**config.mk**
```make
export PLATFORM = sky130hd
export DESIGN_NAME = mouse_report_builder_flat
export DESIGN_NICKNAME = d
export VERILOG_FILES = /design/src/mrb_pkg.sv /design/src/mrb_if.sv /design/src/mouse_report_builder.sv /design/src/flat_wrapper.sv
export VERILOG_INCLUDE_DIRS = /design/src /design/src/src
export SDC_FILE = /design/constraint.sdc
export NUM_CORES = 2
export LEC_CHECK = 0
export ABC_AREA = 0
export BUFFER_PORTS_ARGS = -buffer_cell sky130_fd_sc_hd__clkbuf_2
export CORE_MARGIN = 3
export CORE_UTILIZATION = 55
export DETAILED_ROUTE_END_ITERATION = 8
export GPL_TIMING_DRIVEN = 0
export MAX_ROUTING_LAYER = met4
export PLACE_DENSITY = 0.74
export SYNTH_ARGS = -nofsm -noshare
export SYNTH_HDL_FRONTEND = slang
export SYNTH_SLANG_ARGS = --single-unit
```
**constraint.sdc**
```tcl
create_clock -name clk -period 12.5 [get_ports clk]
set_input_delay 0.625 -clock clk [delete_from_list [all_inputs] [get_ports clk]]
set_output_delay 0.625 -clock clk [all_outputs]
set_load 0.02 [all_outputs]
```
**src/mouse_report_builder_defines.svh**
```systemverilog
// Assertion macros shared by the mouse report builder RTL.
`ifndef MOUSE_REPORT_BUILDER_DEFINES_SVH
`define MOUSE_REPORT_BUILDER_DEFINES_SVH

// Checked on every rising clock edge outside reset.
`define MRB_ASSERT(label, clk, rst_n, prop, msg) \
	label: assert property (@(posedge clk) disable iff (!rst_n) prop) else $error(msg);

// Checked on every rising clock edge, reset included.
`define MRB_ASSERT_ALWAYS(label, clk, prop, msg) \
	label: assert property (@(posedge clk) prop) else $error(msg);

`endif

```
**src/mrb_pkg.sv**
```systemverilog
// Shared types, constants and functions of the mouse report builder.
`default_nettype none

package mrb_pkg;

	localparam int NUM_BUTTONS_DEF = 4;
	localparam int RES_LEVELS_DEF  = 6;
	localparam int TIME_BITS_DEF   = 32;

	localparam int NOW_W      = 32;
	localparam int RAW_W      = 16;
	localparam int BTN_W      = 4;
	localparam int MOVE_W     = 8;
	localparam int WHEEL_W    = 2;
	localparam int CPI_W      = 8;
	localparam int POLL_W     = 8;
	localparam int RES_IDX_W  = 3;
	localparam int CFG_IDX_W  = 3;
	localparam int CFG_DATA_W = 32;

	localparam int DEBOUNCE_W = 8;
	localparam int SCROLL_W   = 16;
	localparam int IDLE_W     = 32;

	localparam logic [DEBOUNCE_W-1:0] DEBOUNCE_RST     = 8'd8;
	localparam logic [SCROLL_W-1:0]   SCROLL_DELAY_RST  = 16'd250;
	localparam logic [SCROLL_W-1:0]   SCROLL_REPEAT_RST = 16'd25;
	localparam logic [IDLE_W-1:0]     IDLE_RST          = 32'd10000;
	localparam logic [IDLE_W-1:0]     SLEEP_RST         = 32'd240000;
	localparam logic [POLL_W-1:0]     SLOW_POLL_RST     = 8'd25;
	localparam logic [POLL_W-1:0]     FAST_POLL         = 8'd1;
	localparam logic [RES_IDX_W-1:0]  RES_IDX_RST       = 3'd4;

	localparam logic signed [RAW_W-1:0]   RAW_SAT_HI  = 16'sd127;
	localparam logic signed [RAW_W-1:0]   RAW_SAT_LO  = -16'sd127;
	localparam logic signed [MOVE_W-1:0]  MOVE_HI     = 8'sd127;
	localparam logic signed [MOVE_W-1:0]  MOVE_LO     = -8'sd127;
	localparam logic signed [MOVE_W-1:0]  MOVE_BAD    = 8'sh80;
	localparam logic signed [WHEEL_W-1:0] WHEEL_UP    = 2'sd1;
	localparam logic signed [WHEEL_W-1:0] WHEEL_DOWN  = -2'sd1;
	localparam logic signed [WHEEL_W-1:0] WHEEL_NONE  = 2'sd0;

	typedef enum logic [CFG_IDX_W-1:0] {
		REG_DEBOUNCE      = 3'd0,
		REG_SCROLL_DELAY  = 3'd1,
		REG_SCROLL_REPEAT = 3'd2,
		REG_IDLE          = 3'd3,
		REG_SLEEP         = 3'd4,
		REG_SLOW_POLL     = 3'd5
	} cfg_reg_t;

	function automatic logic [CPI_W-1:0] cpi_lookup(input logic [RES_IDX_W-1:0] idx);
		logic [CPI_W-1:0] val;
		case (idx)
			3'd0: val = 8'd4;
			3'd1: val = 8'd8;
			3'd2: val = 8'd16;
			3'd3: val = 8'd32;
			3'd4: val = 8'd48;
			default: val = 8'd64;
		endcase
		return val;
	endfunction

	function automatic logic signed [MOVE_W-1:0] sat_move(input logic signed [RAW_W-1:0] v);
		logic signed [MOVE_W-1:0] res;
		if (v > RAW_SAT_HI) begin
			res = MOVE_HI;
		end else if (v < RAW_SAT_LO) begin
			res = MOVE_LO;
		end else begin
			res = v[MOVE_W-1:0];
		end
		return res;
	endfunction

endpackage

`default_nettype wire

```
**src/mrb_if.sv**
```systemverilog
// Channel interfaces of the mouse report builder: poll items, reports and register writes.
`default_nettype none

interface mrb_item_if;
	import mrb_pkg::*;

	logic                    valid;
	logic                    ready;
	logic [NOW_W-1:0]        now_ms;
	logic                    motion_valid;
	logic signed [RAW_W-1:0] raw_dx;
	logic signed [RAW_W-1:0] raw_dy;
	logic [BTN_W-1:0]        button_levels;
	logic                    res_button;
	logic                    touch_up;
	logic                    touch_down;

	modport source (
		output valid, now_ms, motion_valid, raw_dx, raw_dy, button_levels,
			res_button, touch_up, touch_down,
		input ready
	);
	modport sink (
		input valid, now_ms, motion_valid, raw_dx, raw_dy, button_levels,
			res_button, touch_up, touch_down,
		output ready
	);
endinterface

interface mrb_result_if;
	import mrb_pkg::*;

	logic                      valid;
	logic                      ready;
	logic                      send;
	logic [BTN_W-1:0]          buttons;
	logic signed [MOVE_W-1:0]  move_x;
	logic signed [MOVE_W-1:0]  move_y;
	logic signed [WHEEL_W-1:0] wheel;
	logic                      cpi_write;
	logic [CPI_W-1:0]          cpi_value;
	logic [POLL_W-1:0]         poll_period;
	logic                      power_off;

	modport source (
		output valid, send, buttons, move_x, move_y, wheel, cpi_write, cpi_value,
			poll_period, power_off,
		input ready
	);
	modport sink (
		input valid, send, buttons, move_x, move_y, wheel, cpi_write, cpi_value,
			poll_period, power_off,
		output ready
	);
endinterface

interface mrb_cfg_if;
	import mrb_pkg::*;

	logic                  valid;
	logic                  ready;
	logic [CFG_IDX_W-1:0]  index;
	logic [CFG_DATA_W-1:0] data;

	modport source (output valid, index, data, input ready);
	modport sink (input valid, index, data, output ready);
endinterface

`default_nettype wire

```
**src/mouse_report_builder.sv**
```systemverilog
// Mouse report builder: debounce, motion saturation, resolution stepping, scroll and idle tracking.
// An accepted poll item is registered in the input stage and evaluated in one pass; its report is
// registered in the result stage once that stage is empty or being read by the receiver.
// One item per cycle is sustained while result.ready stays high; the state update of each item
// lands as its report is stored. Asynchronous reset restores all state and registers to their
// reset values and empties both stages; register writes are always taken.
`default_nettype none

module mouse_report_builder #(
	parameter int NUM_BUTTONS = mrb_pkg::NUM_BUTTONS_DEF,
	parameter int RES_LEVELS  = mrb_pkg::RES_LEVELS_DEF,
	parameter int TIME_BITS   = mrb_pkg::TIME_BITS_DEF
) (
	input  logic         clk,
	input  logic         arst_n,
	mrb_item_if.sink     item,
	mrb_result_if.source result,
	mrb_cfg_if.sink      cfg
);
	import mrb_pkg::*;

	`include "mouse_report_builder_defines.svh"

	localparam int CMP_W = (TIME_BITS > IDLE_W) ? TIME_BITS : IDLE_W;

	// Registers.
	logic [DEBOUNCE_W-1:0] debounce_q;
	logic [SCROLL_W-1:0]   scroll_delay_q;
	logic [SCROLL_W-1:0]   scroll_repeat_q;
	logic [IDLE_W-1:0]     idle_q;
	logic [IDLE_W-1:0]     sleep_q;
	logic [POLL_W-1:0]     slow_poll_q;

	// Input stage.
	logic                    valid_s1;
	logic [TIME_BITS-1:0]    now_s1;
	logic                    motion_s1;
	logic signed [RAW_W-1:0] dx_s1;
	logic signed [RAW_W-1:0] dy_s1;
	logic [BTN_W-1:0]        levels_s1;
	logic                    res_btn_s1;
	logic [1:0]              touch_s1;

	// Result stage.
	logic                      valid_s2;
	logic                      send_s2;
	logic [BTN_W-1:0]          buttons_s2;
	logic signed [MOVE_W-1:0]  move_x_s2;
	logic signed [MOVE_W-1:0]  move_y_s2;
	logic signed [WHEEL_W-1:0] wheel_s2;
	logic                      cpi_write_s2;
	logic [CPI_W-1:0]          cpi_value_s2;
	logic [POLL_W-1:0]         poll_s2;
	logic                      power_off_s2;

	// Block state.
	logic [NUM_BUTTONS-1:0] btn_q;
	logic [TIME_BITS-1:0]   btn_time_q [NUM_BUTTONS];
	logic                   res_held_q;
	logic [RES_IDX_W-1:0]   res_idx_q;
	logic [1:0]             pad_active_q;
	logic [TIME_BITS-1:0]   pad_hold_q [2];
	logic [TIME_BITS-1:0]   pad_last_q [2];
	logic [TIME_BITS-1:0]   last_report_q;
	logic                   slow_q;

	// Next-state and result logic.
	logic                      adv;
	logic [NUM_BUTTONS-1:0]    btn_chg;
	logic [NUM_BUTTONS-1:0]    btn_d;
	logic [BTN_W-1:0]          mask;
	logic [RES_IDX_W:0]        res_nx;
	logic                      res_step;
	logic [RES_IDX_W-1:0]      res_idx_d;
	logic [1:0]                pad_step;
	logic signed [WHEEL_W-1:0] wheel_c;
	logic                      changed;
	logic [TIME_BITS-1:0]      since_report;
	logic                      sleep_hit;
	logic                      idle_hit;
	logic                      slow_d;
	logic [POLL_W-1:0]         poll_c;
	logic signed [MOVE_W-1:0]  move_x_c;
	logic signed [MOVE_W-1:0]  move_y_c;

	assign adv        = valid_s1 && (!valid_s2 || result.ready);
	assign item.ready = !valid_s1 || adv;
	assign cfg.ready  = 1'b1;

	always_ff @(posedge clk or negedge arst_n) begin
		if (!arst_n) begin
			debounce_q      <= DEBOUNCE_RST;
			scroll_delay_q  <= SCROLL_DELAY_RST;
			scroll_repeat_q <= SCROLL_REPEAT_RST;
			idle_q          <= IDLE_RST;
			sleep_q         <= SLEEP_RST;
			slow_poll_q     <= SLOW_POLL_RST;
		end else if (cfg.valid) begin
			case (cfg_reg_t'(cfg.index))
				REG_DEBOUNCE:      debounce_q      <= cfg.data[DEBOUNCE_W-1:0];
				REG_SCROLL_DELAY:  scroll_delay_q  <= cfg.data[SCROLL_W-1:0];
				REG_SCROLL_REPEAT: scroll_repeat_q <= cfg.data[SCROLL_W-1:0];
				REG_IDLE:          idle_q          <= cfg.data[IDLE_W-1:0];
				REG_SLEEP:         sleep_q         <= cfg.data[IDLE_W-1:0];
				REG_SLOW_POLL:     slow_poll_q     <= cfg.data[POLL_W-1:0];
				default: ;
			endcase
		end
	end

	always_ff @(posedge clk or negedge arst_n) begin
		if (!arst_n) begin
			valid_s1 <= 1'b0;
		end else if (item.ready) begin
			valid_s1 <= item.valid;
		end
	end

	always_ff @(posedge clk) begin
		if (item.valid && item.ready) begin
			now_s1     <= TIME_BITS'(item.now_ms);
			motion_s1  <= item.motion_valid;
			dx_s1      <= item.raw_dx;
			dy_s1      <= item.raw_dy;
			levels_s1  <= item.button_levels;
			res_btn_s1 <= item.res_button;
			touch_s1   <= {item.touch_down, item.touch_up};
		end
	end

	for (genvar g = 0; g < NUM_BUTTONS; g++) begin : g_btn
		logic                 lvl;
		logic [TIME_BITS-1:0] held;
		if (g < BTN_W) begin : g_lvl
			assign lvl = levels_s1[g];
		end else begin : g_none
			assign lvl = 1'b0;
		end
		assign held       = now_s1 - btn_time_q[g];
		assign btn_chg[g] = (lvl != btn_q[g]) && (held >= TIME_BITS'(debounce_q));
		assign btn_d[g]   = btn_chg[g] ? lvl : btn_q[g];
	end

	for (genvar b = 0; b < BTN_W; b++) begin : g_mask
		if (b < NUM_BUTTONS) begin : g_used
			assign mask[b] = btn_d[b];
		end else begin : g_unused
			assign mask[b] = 1'b0;
		end
	end

	for (genvar p = 0; p < 2; p++) begin : g_pad
		logic [TIME_BITS-1:0] hold_el;
		logic [TIME_BITS-1:0] last_el;
		assign hold_el     = now_s1 - pad_hold_q[p];
		assign last_el     = now_s1 - pad_last_q[p];
		assign pad_step[p] = touch_s1[p] && (!pad_active_q[p] ||
			(hold_el >= TIME_BITS'(scroll_delay_q) && last_el >= TIME_BITS'(scroll_repeat_q)));
	end

	always_comb begin
		res_nx    = {1'b0, res_idx_q} + 1'b1;
		res_step  = res_btn_s1 && !res_held_q;
		res_idx_d = res_idx_q;
		if (res_step) begin
			res_idx_d = (res_nx >= (RES_IDX_W + 1)'(RES_LEVELS)) ? '0 : res_nx[RES_IDX_W-1:0];
		end

		if (&touch_s1) begin
			wheel_c = WHEEL_NONE;
		end else if (pad_step[1]) begin
			wheel_c = WHEEL_DOWN;
		end else if (pad_step[0]) begin
			wheel_c = WHEEL_UP;
		end else begin
			wheel_c = WHEEL_NONE;
		end

		move_x_c = motion_s1 ? -sat_move(dx_s1) : '0;
		move_y_c = motion_s1 ? sat_move(dy_s1) : '0;

		changed      = motion_s1 || (|btn_chg) || (|pad_step) || (&touch_s1);
		since_report = changed ? '0 : now_s1 - last_report_q;
		sleep_hit    = CMP_W'(since_report) >= CMP_W'(sleep_q);
		idle_hit     = CMP_W'(since_report) >= CMP_W'(idle_q);
		slow_d       = (slow_q && !motion_s1) || (!sleep_hit && idle_hit);

		poll_c = FAST_POLL;
		if (slow_d && slow_poll_q != '0) begin
			poll_c = slow_poll_q;
		end
	end

	always_ff @(posedge clk or negedge arst_n) begin
		if (!arst_n) begin
			btn_q         <= '0;
			btn_time_q    <= '{default: '0};
			res_held_q    <= 1'b0;
			res_idx_q     <= RES_IDX_RST;
			pad_active_q  <= '0;
			pad_hold_q    <= '{default: '0};
			pad_last_q    <= '{default: '0};
			last_report_q <= '0;
			slow_q        <= 1'b0;
		end else if (adv) begin
			btn_q <= btn_d;
			for (int i = 0; i < NUM_BUTTONS; i++) begin
				if (btn_chg[i]) begin
					btn_time_q[i] <= now_s1;
				end
			end
			res_held_q <= res_btn_s1;
			res_idx_q  <= res_idx_d;
			for (int p = 0; p < 2; p++) begin
				if (touch_s1[p]) begin
					if (pad_step[p]) begin
						pad_active_q[p] <= 1'b1;
						pad_last_q[p]   <= now_s1;
					end
				end else begin
					pad_active_q[p] <= 1'b0;
					pad_hold_q[p]   <= now_s1;
				end
			end
			if (changed) begin
				last_report_q <= now_s1;
			end
			slow_q <= slow_d;
		end
	end

	always_ff @(posedge clk or negedge arst_n) begin
		if (!arst_n) begin
			valid_s2 <= 1'b0;
		end else if (adv) begin
			valid_s2 <= 1'b1;
		end else if (result.ready) begin
			valid_s2 <= 1'b0;
		end
	end

	always_ff @(posedge clk) begin
		if (adv) begin
			send_s2      <= changed;
			buttons_s2   <= mask;
			move_x_s2    <= move_x_c;
			move_y_s2    <= move_y_c;
			wheel_s2     <= wheel_c;
			cpi_write_s2 <= res_step;
			cpi_value_s2 <= cpi_lookup(res_idx_d);
			poll_s2      <= poll_c;
			power_off_s2 <= sleep_hit;
		end
	end

	assign result.valid       = valid_s2;
	assign result.send        = send_s2;
	assign result.buttons     = buttons_s2;
	assign result.move_x      = move_x_s2;
	assign result.move_y      = move_y_s2;
	assign result.wheel       = wheel_s2;
	assign result.cpi_write   = cpi_write_s2;
	assign result.cpi_value   = cpi_value_s2;
	assign result.poll_period = poll_s2;
	assign result.power_off   = power_off_s2;

	`MRB_ASSERT(a_cpi_held, clk, arst_n, adv && res_step |=> res_held_q && cpi_write_s2, "Resolution step did not mark the button as held.")
	`MRB_ASSERT(a_quiet_report, clk, arst_n, valid_s2 && !send_s2 |-> wheel_s2 == WHEEL_NONE && move_x_s2 == '0 && move_y_s2 == '0, "Motion or scroll reported without a send.")
	`MRB_ASSERT(a_move_sat, clk, arst_n, valid_s2 |-> move_x_s2 != MOVE_BAD && move_y_s2 != MOVE_BAD, "Motion left the saturation range.")
	`MRB_ASSERT_ALWAYS(a_reset_empty, clk, !arst_n |=> !valid_s1 && !valid_s2, "A stage holds a transaction during reset.")

endmodule

`default_nettype wire

```
**src/flat_wrapper.sv**
```systemverilog
// flat-port wrapper written by rule: the top's interface ports become plain ports
module mouse_report_builder_flat import mrb_pkg::*;
#(
	parameter int NUM_BUTTONS = mrb_pkg::NUM_BUTTONS_DEF,
	parameter int RES_LEVELS  = mrb_pkg::RES_LEVELS_DEF,
	parameter int TIME_BITS   = mrb_pkg::TIME_BITS_DEF
)
  (clk, arst_n, item_valid, item_now_ms, item_motion_valid, item_raw_dx, item_raw_dy, item_button_levels, item_res_button, item_touch_up, item_touch_down, item_ready, result_valid, result_send, result_buttons, result_move_x, result_move_y, result_wheel, result_cpi_write, result_cpi_value, result_poll_period, result_power_off, result_ready, cfg_valid, cfg_index, cfg_data, cfg_ready);
  mrb_item_if item_i ();
  mrb_result_if result_i ();
  mrb_cfg_if cfg_i ();
  input  logic clk;
  input  logic arst_n;
  input wire logic [$bits(item_i.valid)-1:0] item_valid;
  input wire logic [$bits(item_i.now_ms)-1:0] item_now_ms;
  input wire logic [$bits(item_i.motion_valid)-1:0] item_motion_valid;
  input wire logic [$bits(item_i.raw_dx)-1:0] item_raw_dx;
  input wire logic [$bits(item_i.raw_dy)-1:0] item_raw_dy;
  input wire logic [$bits(item_i.button_levels)-1:0] item_button_levels;
  input wire logic [$bits(item_i.res_button)-1:0] item_res_button;
  input wire logic [$bits(item_i.touch_up)-1:0] item_touch_up;
  input wire logic [$bits(item_i.touch_down)-1:0] item_touch_down;
  output wire logic [$bits(item_i.ready)-1:0] item_ready;
  output wire logic [$bits(result_i.valid)-1:0] result_valid;
  output wire logic [$bits(result_i.send)-1:0] result_send;
  output wire logic [$bits(result_i.buttons)-1:0] result_buttons;
  output wire logic [$bits(result_i.move_x)-1:0] result_move_x;
  output wire logic [$bits(result_i.move_y)-1:0] result_move_y;
  output wire logic [$bits(result_i.wheel)-1:0] result_wheel;
  output wire logic [$bits(result_i.cpi_write)-1:0] result_cpi_write;
  output wire logic [$bits(result_i.cpi_value)-1:0] result_cpi_value;
  output wire logic [$bits(result_i.poll_period)-1:0] result_poll_period;
  output wire logic [$bits(result_i.power_off)-1:0] result_power_off;
  input wire logic [$bits(result_i.ready)-1:0] result_ready;
  input wire logic [$bits(cfg_i.valid)-1:0] cfg_valid;
  input wire logic [$bits(cfg_i.index)-1:0] cfg_index;
  input wire logic [$bits(cfg_i.data)-1:0] cfg_data;
  output wire logic [$bits(cfg_i.ready)-1:0] cfg_ready;
  assign item_i.valid = item_valid;
  assign item_i.now_ms = item_now_ms;
  assign item_i.motion_valid = item_motion_valid;
  assign item_i.raw_dx = item_raw_dx;
  assign item_i.raw_dy = item_raw_dy;
  assign item_i.button_levels = item_button_levels;
  assign item_i.res_button = item_res_button;
  assign item_i.touch_up = item_touch_up;
  assign item_i.touch_down = item_touch_down;
  assign item_ready = item_i.ready;
  assign result_valid = result_i.valid;
  assign result_send = result_i.send;
  assign result_buttons = result_i.buttons;
  assign result_move_x = result_i.move_x;
  assign result_move_y = result_i.move_y;
  assign result_wheel = result_i.wheel;
  assign result_cpi_write = result_i.cpi_write;
  assign result_cpi_value = result_i.cpi_value;
  assign result_poll_period = result_i.poll_period;
  assign result_power_off = result_i.power_off;
  assign result_i.ready = result_ready;
  assign cfg_i.valid = cfg_valid;
  assign cfg_i.index = cfg_index;
  assign cfg_i.data = cfg_data;
  assign cfg_ready = cfg_i.ready;
  mouse_report_builder #(.NUM_BUTTONS(NUM_BUTTONS), .RES_LEVELS(RES_LEVELS), .TIME_BITS(TIME_BITS)) u_core (.clk(clk), .arst_n(arst_n), .item(item_i), .result(result_i), .cfg(cfg_i));
endmodule
```
### Yosys cells after proc, flatten, opt, wreduce, memory -nomap -nowiden

Cells that the tools add are included.

| storage, ports and cells | value |
|---|---|
| flip-flop bits (word level) | 526 |
| word-level logic and storage cells | 158 |

| operators by class | value |
|---|---|
| add/subtract/negate cells | 11 |
| magnitude comparators | 15 |
| eq/ne operators | 15 |
| muxes and demuxes | 20 |
| bitwise gates (word level) | 3 |
| reductions and logical operators | 54 |

Operators by type and width:

| cell | count |
|---|---|
| $sub A32 B32 Y32 | 9 |
| $ge A32 B16 Y1 | 4 |
| $ge A32 B8 Y1 | 4 |
| $ge A32 B32 Y1 | 2 |
| $pmux W7 S5 | 1 |
| $gt A16 B8 Y1 const B | 2 |
| $lt A16 B8 Y1 const B | 2 |
| $mux W32 | 1 |
| $reduce_and A2 Y1 | 16 |
| $mux W8 | 3 |
| $logic_and A1 B1 Y1 | 14 |
| $eq A3 B2 Y1 const B | 4 |
| $mux W1 | 11 |
| $eq A3 B3 Y1 const B | 3 |
| $logic_or A1 B1 Y1 | 8 |
| $neg A8 Y8 | 1 |
| $reduce_bool A8 Y1 | 1 |
| $logic_not A1 Y1 | 7 |
| $mux W7 | 1 |
| $eq A3 B1 Y1 const B | 2 |
| $logic_not A3 Y1 | 2 |
| $mux W3 | 2 |
| $reduce_and A3 Y1 | 2 |
| $add A3 B1 Y4 const B | 1 |
| 8 further kinds | 15 |

### Logic depth before layout (Yosys ltp)

| logic depth | value |
|---|---|
| depth in word-level cells | 14 |
| gate-level depth with buffers | 39 |
| gate-level depth less buffers | 37 |

### Worst setup path after synthesis

OpenSTA, ideal clock, no wires.

| timing path | value |
|---|---|
| kind | reg-to-reg |
| from | register u_core.now_s1[1] |
| to | register u_core.poll_s2[0] (netlist: u_core.result.poll_period[0]) (data pin) |
| library setup time | 272 ps |
| data arrival time | 7190 ps |
| required time | 12228 ps |
| setup slack | 5038 ps |
| stages on the path, launching flop included | 35 |
| buffers on the path | 1 |
| path through | edfxtp_1 > inv_1 > fa_1 > nand2b_1 > a211oi_1 > o211ai_1 > a21oi_1 > or2_2 > xor2_1 > ha_1 > a21o_1 > a221o_1 > nor4_1 > nand4b_1 > nor4_1 > nand3_1 > nor4_1 > o2111ai_1 > o211ai_1 > nand4_1 > clkbuf_1 > nor2_1 > ha_1 > a21o_1 > a21o_1 > a21oi_1 > nor2b_1 > o21ai_0 > nand2b_1 > a21oi_1 > nor2b_1 > o21ai_0 > o311a_1 > a21oi_1 > or4_1 |

| between the ends | value |
|---|---|
| word-level cells in the longest chain between the ends | 14 |
| elaborated cells on any way between the ends | 39 |
| classes of those cells | add/sub (9); order compare (10); mux (1); reduce/logical (19) |

Ends and longest elaborated chain:

| what | line | RTL |
|---|---|---|
| from (decl) | mouse_report_builder.sv:36 | `logic [TIME_BITS-1:0] now_s1;` |
| from (signal assigned) | mouse_report_builder.sv:121 | `now_s1 <= TIME_BITS'(item.now_ms);` |
| $sub A32 B32 Y32 (on tied branches) | mouse_report_builder.sv:155, mouse_report_builder.sv:156 |  |
| $ge A32 B16 Y1 | mouse_report_builder.sv:158 | `(hold_el >= TIME_BITS'(scroll_delay_q) && last_el >= TIME_BITS'(scroll_repeat_q)));` |
| $logic_and A1 B1 Y1 | mouse_report_builder.sv:158 |  |
| $logic_or A1 B1 Y1 | mouse_report_builder.sv:157 | `assign pad_step[p] = touch_s1[p] && (!pad_active_q[p] \|\|` |
| $logic_and A1 B1 Y1 | mouse_report_builder.sv:157 |  |
| $reduce_or A2 Y1 | mouse_report_builder.sv:182 | `changed = motion_s1 \|\| (\|btn_chg) \|\| (\|pad_step) \|\| (&touch_s1);` |
| $logic_or A1 B1 Y1 (2 in series) | mouse_report_builder.sv:182 |  |
| $mux W32 * | mouse_report_builder.sv:183 | `since_report = changed ? '0 : now_s1 - last_report_q;` |
| $ge A32 B32 Y1 | mouse_report_builder.sv:184 | `sleep_hit = CMP_W'(since_report) >= CMP_W'(sleep_q);` |
| $logic_not A1 Y1 | mouse_report_builder.sv:186 | `slow_d = (slow_q && !motion_s1) \|\| (!sleep_hit && idle_hit);` |
| $logic_and A1 B1 Y1 * | mouse_report_builder.sv:186 |  |
| $logic_or A1 B1 Y1 * | mouse_report_builder.sv:186 |  |
| $logic_and A1 B1 Y1 * | mouse_report_builder.sv:189 | `if (slow_d && slow_poll_q != '0) begin` |
| to (signal assigned) | mouse_report_builder.sv:251 | `poll_s2 <= poll_c;` |
| to (decl) | mouse_report_builder.sv:53 | `logic [POLL_W-1:0] poll_s2;` |

Mark *: on every way between the ends. The rest lies on a longest branch, timed or not.
A chain may end at the register's enable or synchronous reset.

### Worst setup path in the final report

| timing path | value |
|---|---|
| from | register u_core.now_s1[1] |
| to | register u_core.poll_s2[2] (netlist: u_core.result.poll_period[2]) (data pin) |

Same word-level chain as after synthesis.

==> results by group <==
Run status
  • Result of the run: finished clean

Die
  • Y dimension of the die: 277 um
  • Total I/O pin count: 156
  • Area of the core region: 72200 um^2
  • Number of standard-cell rows in the floorplan: 98
  • Floorplan die area: 76900 um^2
  • DIE WIDTH: 277 um
  • Initial Util: 56.1%

Synth
  • Total standard cell area after synthesis: 40500 um^2
  • Cells after Synth: 4652
  • Post-synthesis cell type count: 88
  • Number of flops mapped to enable cells by yosys: 110
  • Main flop type after synthesis: sky130_fd_sc_hd__dfrtp_1
  • Mean cell area of the mapped netlist: 8.71 um^2
  • Async set-or-reset flop fraction in the synthesized netlist: 79.0%
  • Flop and latch count out of synthesis: 523
  • Sequential cell area fraction in the yosys report: 33.7%
  • Ys Warns: 0
  • Top cells by area in the synthesized netlist: sky130_fd_sc_hd__dfrtp_1 24%, sky130_fd_sc_hd__ha_1 14%, sky130_fd_sc_hd__edfxtp_1 8.2%
  • Largest area contributor in the netlist: sky130_fd_sc_hd__dfrtp_1
  • Portion of synthesized cell area occupied by the leading cell type: 23.9%

Placement
  • Number of buffers added on ports: 151
  • Global placer's final weighted congestion: 1.01
  • Pre-CTS setup slack: 0.709 ns
  • Half-perimeter wire length after detailed placement: 96500 um

Clock network
  • Maximum root-to-sink buffer count: 3
  • CTS tree: done
  • Clock buffers created by TritonCTS: 59
  • Later-pin clock latency in the skew report: 0.63 ns
  • Post-CTS setup buffer count: 0
  • Number of clock sinks seen by CTS: 523
  • Root cell of the clock tree: sky130_fd_sc_hd__clkbuf_16
  • Total number of H-tree levels: 2
  • Clk pin slew, worst setup/hold paths: 0.06 ns
  • Cts repair resizes: 0

Power
  • Reported leakage power: 20.3 nW
  • Internal power contribution: 0.00505 W
  • Share of power burned in the clock network: 20.5%
  • Share of power burned in combinational logic: 52.5%
  • Net Switching: 0.00372 W
  • Sequential share of power: 27.0%
  • Post-layout total power: 0.00877 W
  • PD cells: 196 nW/um^2
  • VDD IR max: 0.000114 V
  • Switching share of total power: 42.4%

Timing
  • Count of final hold-check violations: 0
  • Number of max-slew violations in the final report: 0
  • Share of the cycle needed by the critical path after routing: 95.6%
  • Unrepaired setup endpoints after global routing: false
  • Worst clock skew: 0.0195 ns
  • Period minus WS final: 11.95 ns
  • Highest clock frequency the design can meet: 83.7 MHz
  • Measured slew at the worst slew-check pin: 1.45 ns
  • Setup-failing EPs final: 0
  • Tightest slew margin relative to the limit: 2.33%
  • Worst setup margin: 0.549 ns
  • Total negative setup slack: 0 ns

Final layout
  • Count of fill cells added during filler insertion: 6345
  • NumNets Final: 5435
  • Area taken by flip-flops and latches: 13700 um^2
  • Total area of multi-input combinational cells: 24400 um^2
  • Share of final-layout standard cells stronger than drive strength 1: 10.0%
  • Number of diodes added for antenna fixing: 0
  • Most frequent cells in the layout: 483 x sky130_fd_sc_hd__nand2_1, 461 x sky130_fd_sc_hd__inv_1, 440 x sky130_fd_sc_hd__ha_1, 409 x sky130_fd_sc_hd__o21ai_0, 387 x sky130_fd_sc_hd__dfrtp_1
  • Synthesis-to-layout area growth: 10.2%
  • Most common cell after layout, fill and taps aside: sky130_fd_sc_hd__nand2_1

Setup path
  • Element type at the critical path end: flop
  • Slowest cell on the critical path: sky130_fd_sc_hd__a21oi_1
  • Worst Path Class, Setup: reg2reg
  • Worst endpoint data arrival time: 12.26 ns
  • Crit Reg-Reg Startpoint: u_core.now_s1[1]$_DFFE_PP_
  • Number of cells on the critical path: 29
  • Number of cells on the worst reg-to-reg path: 29
  • Worst flop-to-flop path endpoint: u_core.result.poll_period[2]$_SDFFCE_PN0P_
  • Largest incremental delay on the critical path: 0.97 ns
  • Critical path startpoint category: flop
  • Cell with the most instances on the worst path: sky130_fd_sc_hd__nand4_1
  • R2R setup slack: 0.55 ns
  • Req. time, crit path: 12.81 ns
  • Cell family contributing the most delay on the critical path: compound AO/OA/AOI/OAI gates
  • CP Buf/Inv Count: 2
  • Largest driver fanout on the critical path: 16

Detailed routing
  • Starting DRC count in detailed routing: 3006
  • Count of nets left with antenna violations after detail routing: 0
  • Via density per instance: 6.15
  • Total vias in the final route: 36144
  • Detailed-router iteration count before antenna repair: 6
  • Detailed-route wire length per cell: 21.7 um
  • Number of remaining DRC errors: 0
  • Total Wirelength: 127000 um

Min path
  • Hold WC Path Type: in2reg
  • Start point of the worst min-delay path: item_now_ms[8]
  • Destination of the worst hold path: u_core.now_s1[8]$_DFFE_PP_
  • Number of instances on the worst hold path: 1

Global route
  • Pin count of the biggest net entering global routing: 111
  • Number of global-route vias before repair: 35111
  • Grt total ovfl: 0
  • Global Route Usage Sum: 33.1%
  • Global-route wire length before repair: 195000 um
  • Antenna violations before repair: 1

Flow run
  • # Max-Cap Violations: 0
-- worst max-delay path by stage --
| stage | from | to |
|---|---|---|
| 6_report | u_core.now_s1[1]$_DFFE_PP_ | u_core.result.poll_period[2]$_SDFFCE_PN0P_ |
| 4_1_cts | u_core.now_s1[1]$_DFFE_PP_ | u_core.result.poll_period[2]$_SDFFCE_PN0P_ |
| 3_5_place_dp | u_core.now_s1[1]$_DFFE_PP_ | u_core.result.poll_period[2]$_SDFFCE_PN0P_ |
| 2_1_floorplan | u_core.now_s1[1]$_DFFE_PP_ | u_core.result.poll_period[0]$_SDFFCE_PN1P_ |
| 3_3_place_gp | u_core.now_s1[1]$_DFFE_PP_ | u_core.result.poll_period[1]$_SDFFCE_PN0P_ |
| 5_1_grt | u_core.now_s1[1]$_DFFE_PP_ | u_core.result.poll_period[2]$_SDFFCE_PN0P_ |
-- through the flow --
step	hold WS, ns	utilization, %	cells	area [um^2]
after floorplan	0.329	-	4654	40500
after global placement	0.451	58.8	5755	42500
after detailed placement	0.462	59.0	5762	42600
after CTS	0.143	61.8	5874	44600
after global routing	0.154	61.8	5874	44600
final	0.172	61.8	5874	44600
-- flip-flops by register name, summed over array words and instances (netlist names), 3 cells and up --
name	flops
u_core.btn_time_q	128
u_core.pad_hold_q	64
u_core.pad_last_q	64
u_core.idle_q	32
u_core.last_report_q	32
u_core.now_s1	32
u_core.sleep_q	32
u_core.dx_s1	16
u_core.dy_s1	16
u_core.scroll_delay_q	16
u_core.scroll_repeat_q	16
u_core.debounce_q	8
u_core.result.move_x	8
u_core.result.move_y	8
u_core.result.poll_period	8
u_core.slow_poll_q	8
u_core.result.cpi_value	5
u_core.btn_q	4
u_core.levels_s1	4
u_core.result.buttons	4
u_core.res_idx_q	3
-- kinds of logic after synthesis --
group,count (synthesis),synth area share (%)
muxes,210,5.76
other,2,0.0185
buffers and inverters,630,5.95
AOI/OAI and AO/OA,1345,21.1
DFF,523,33.7
xor gates and xnor gates,154,3.33
adders and majority gates,449,14.0
and+or+nand+nor,1339,16.1
-- cells in the mapped netlist (38+ instances only) --
cell type                  instances
sky130_fd_sc_hd__a211oi_1         65
sky130_fd_sc_hd__edfxtp_1        110
sky130_fd_sc_hd__clkbuf_1        151
sky130_fd_sc_hd__dfrtp_1         387
sky130_fd_sc_hd__xor2_1           55
sky130_fd_sc_hd__nand3_1          86
sky130_fd_sc_hd__nor3_1           79
sky130_fd_sc_hd__a21oi_1         308
sky130_fd_sc_hd__nor2b_1          45
sky130_fd_sc_hd__inv_1           461
sky130_fd_sc_hd__nand2_1         483
sky130_fd_sc_hd__mux2_2          156
sky130_fd_sc_hd__a21o_1          139
sky130_fd_sc_hd__nand2b_1         87
sky130_fd_sc_hd__xnor2_1          99
sky130_fd_sc_hd__o21a_1           54
sky130_fd_sc_hd__o21ai_0         409
sky130_fd_sc_hd__nor2_1          247
sky130_fd_sc_hd__nand4_1          73
sky130_fd_sc_hd__a31oi_1          39
sky130_fd_sc_hd__o211ai_1         38
sky130_fd_sc_hd__ha_1            440
-- power groups by stage --
stage | Sequential, W | Clock [W] | Combinational (W)
2_1_floorplan | 0.00232 | 0 | 0.00338
3_3_place_gp | 0.00238 | 0 | 0.00442
3_5_place_dp | 0.00239 | 0 | 0.00451
4_1_cts | 0.00236 | 0.00182 | 0.00454
5_1_grt | 0.00240 | 0.00188 | 0.00512
6_report | 0.00237 | 0.00180 | 0.00461
-- repair_timing --
action,CTS,global route
hold buffers,1,0
setup endpoints to repair,0,0
endpoints found under the hold margin,30,0
-- metal layers --
layer  GRT usage [%]  wire, um  vias to the layer above
li1                -         -                    17183
met1            41.6     52700                    17387
met2            51.9     57500                     1245
met3            4.45      9050                      329
met4            17.7      8020                        0
met5               -         0                        -
-- area by class of cell --
class                   instances  area share [%]
flip-flops and latches        523            30.6
clock buffers                  83            3.74
clock inverters                28           0.723
plain buffers                 167            1.51
well taps                     950            2.66
inverters                     463            3.89
repair buffers                159            2.10
multi-input cells            3501            54.8
Note: power is estimated with default switching activity, not from simulation.
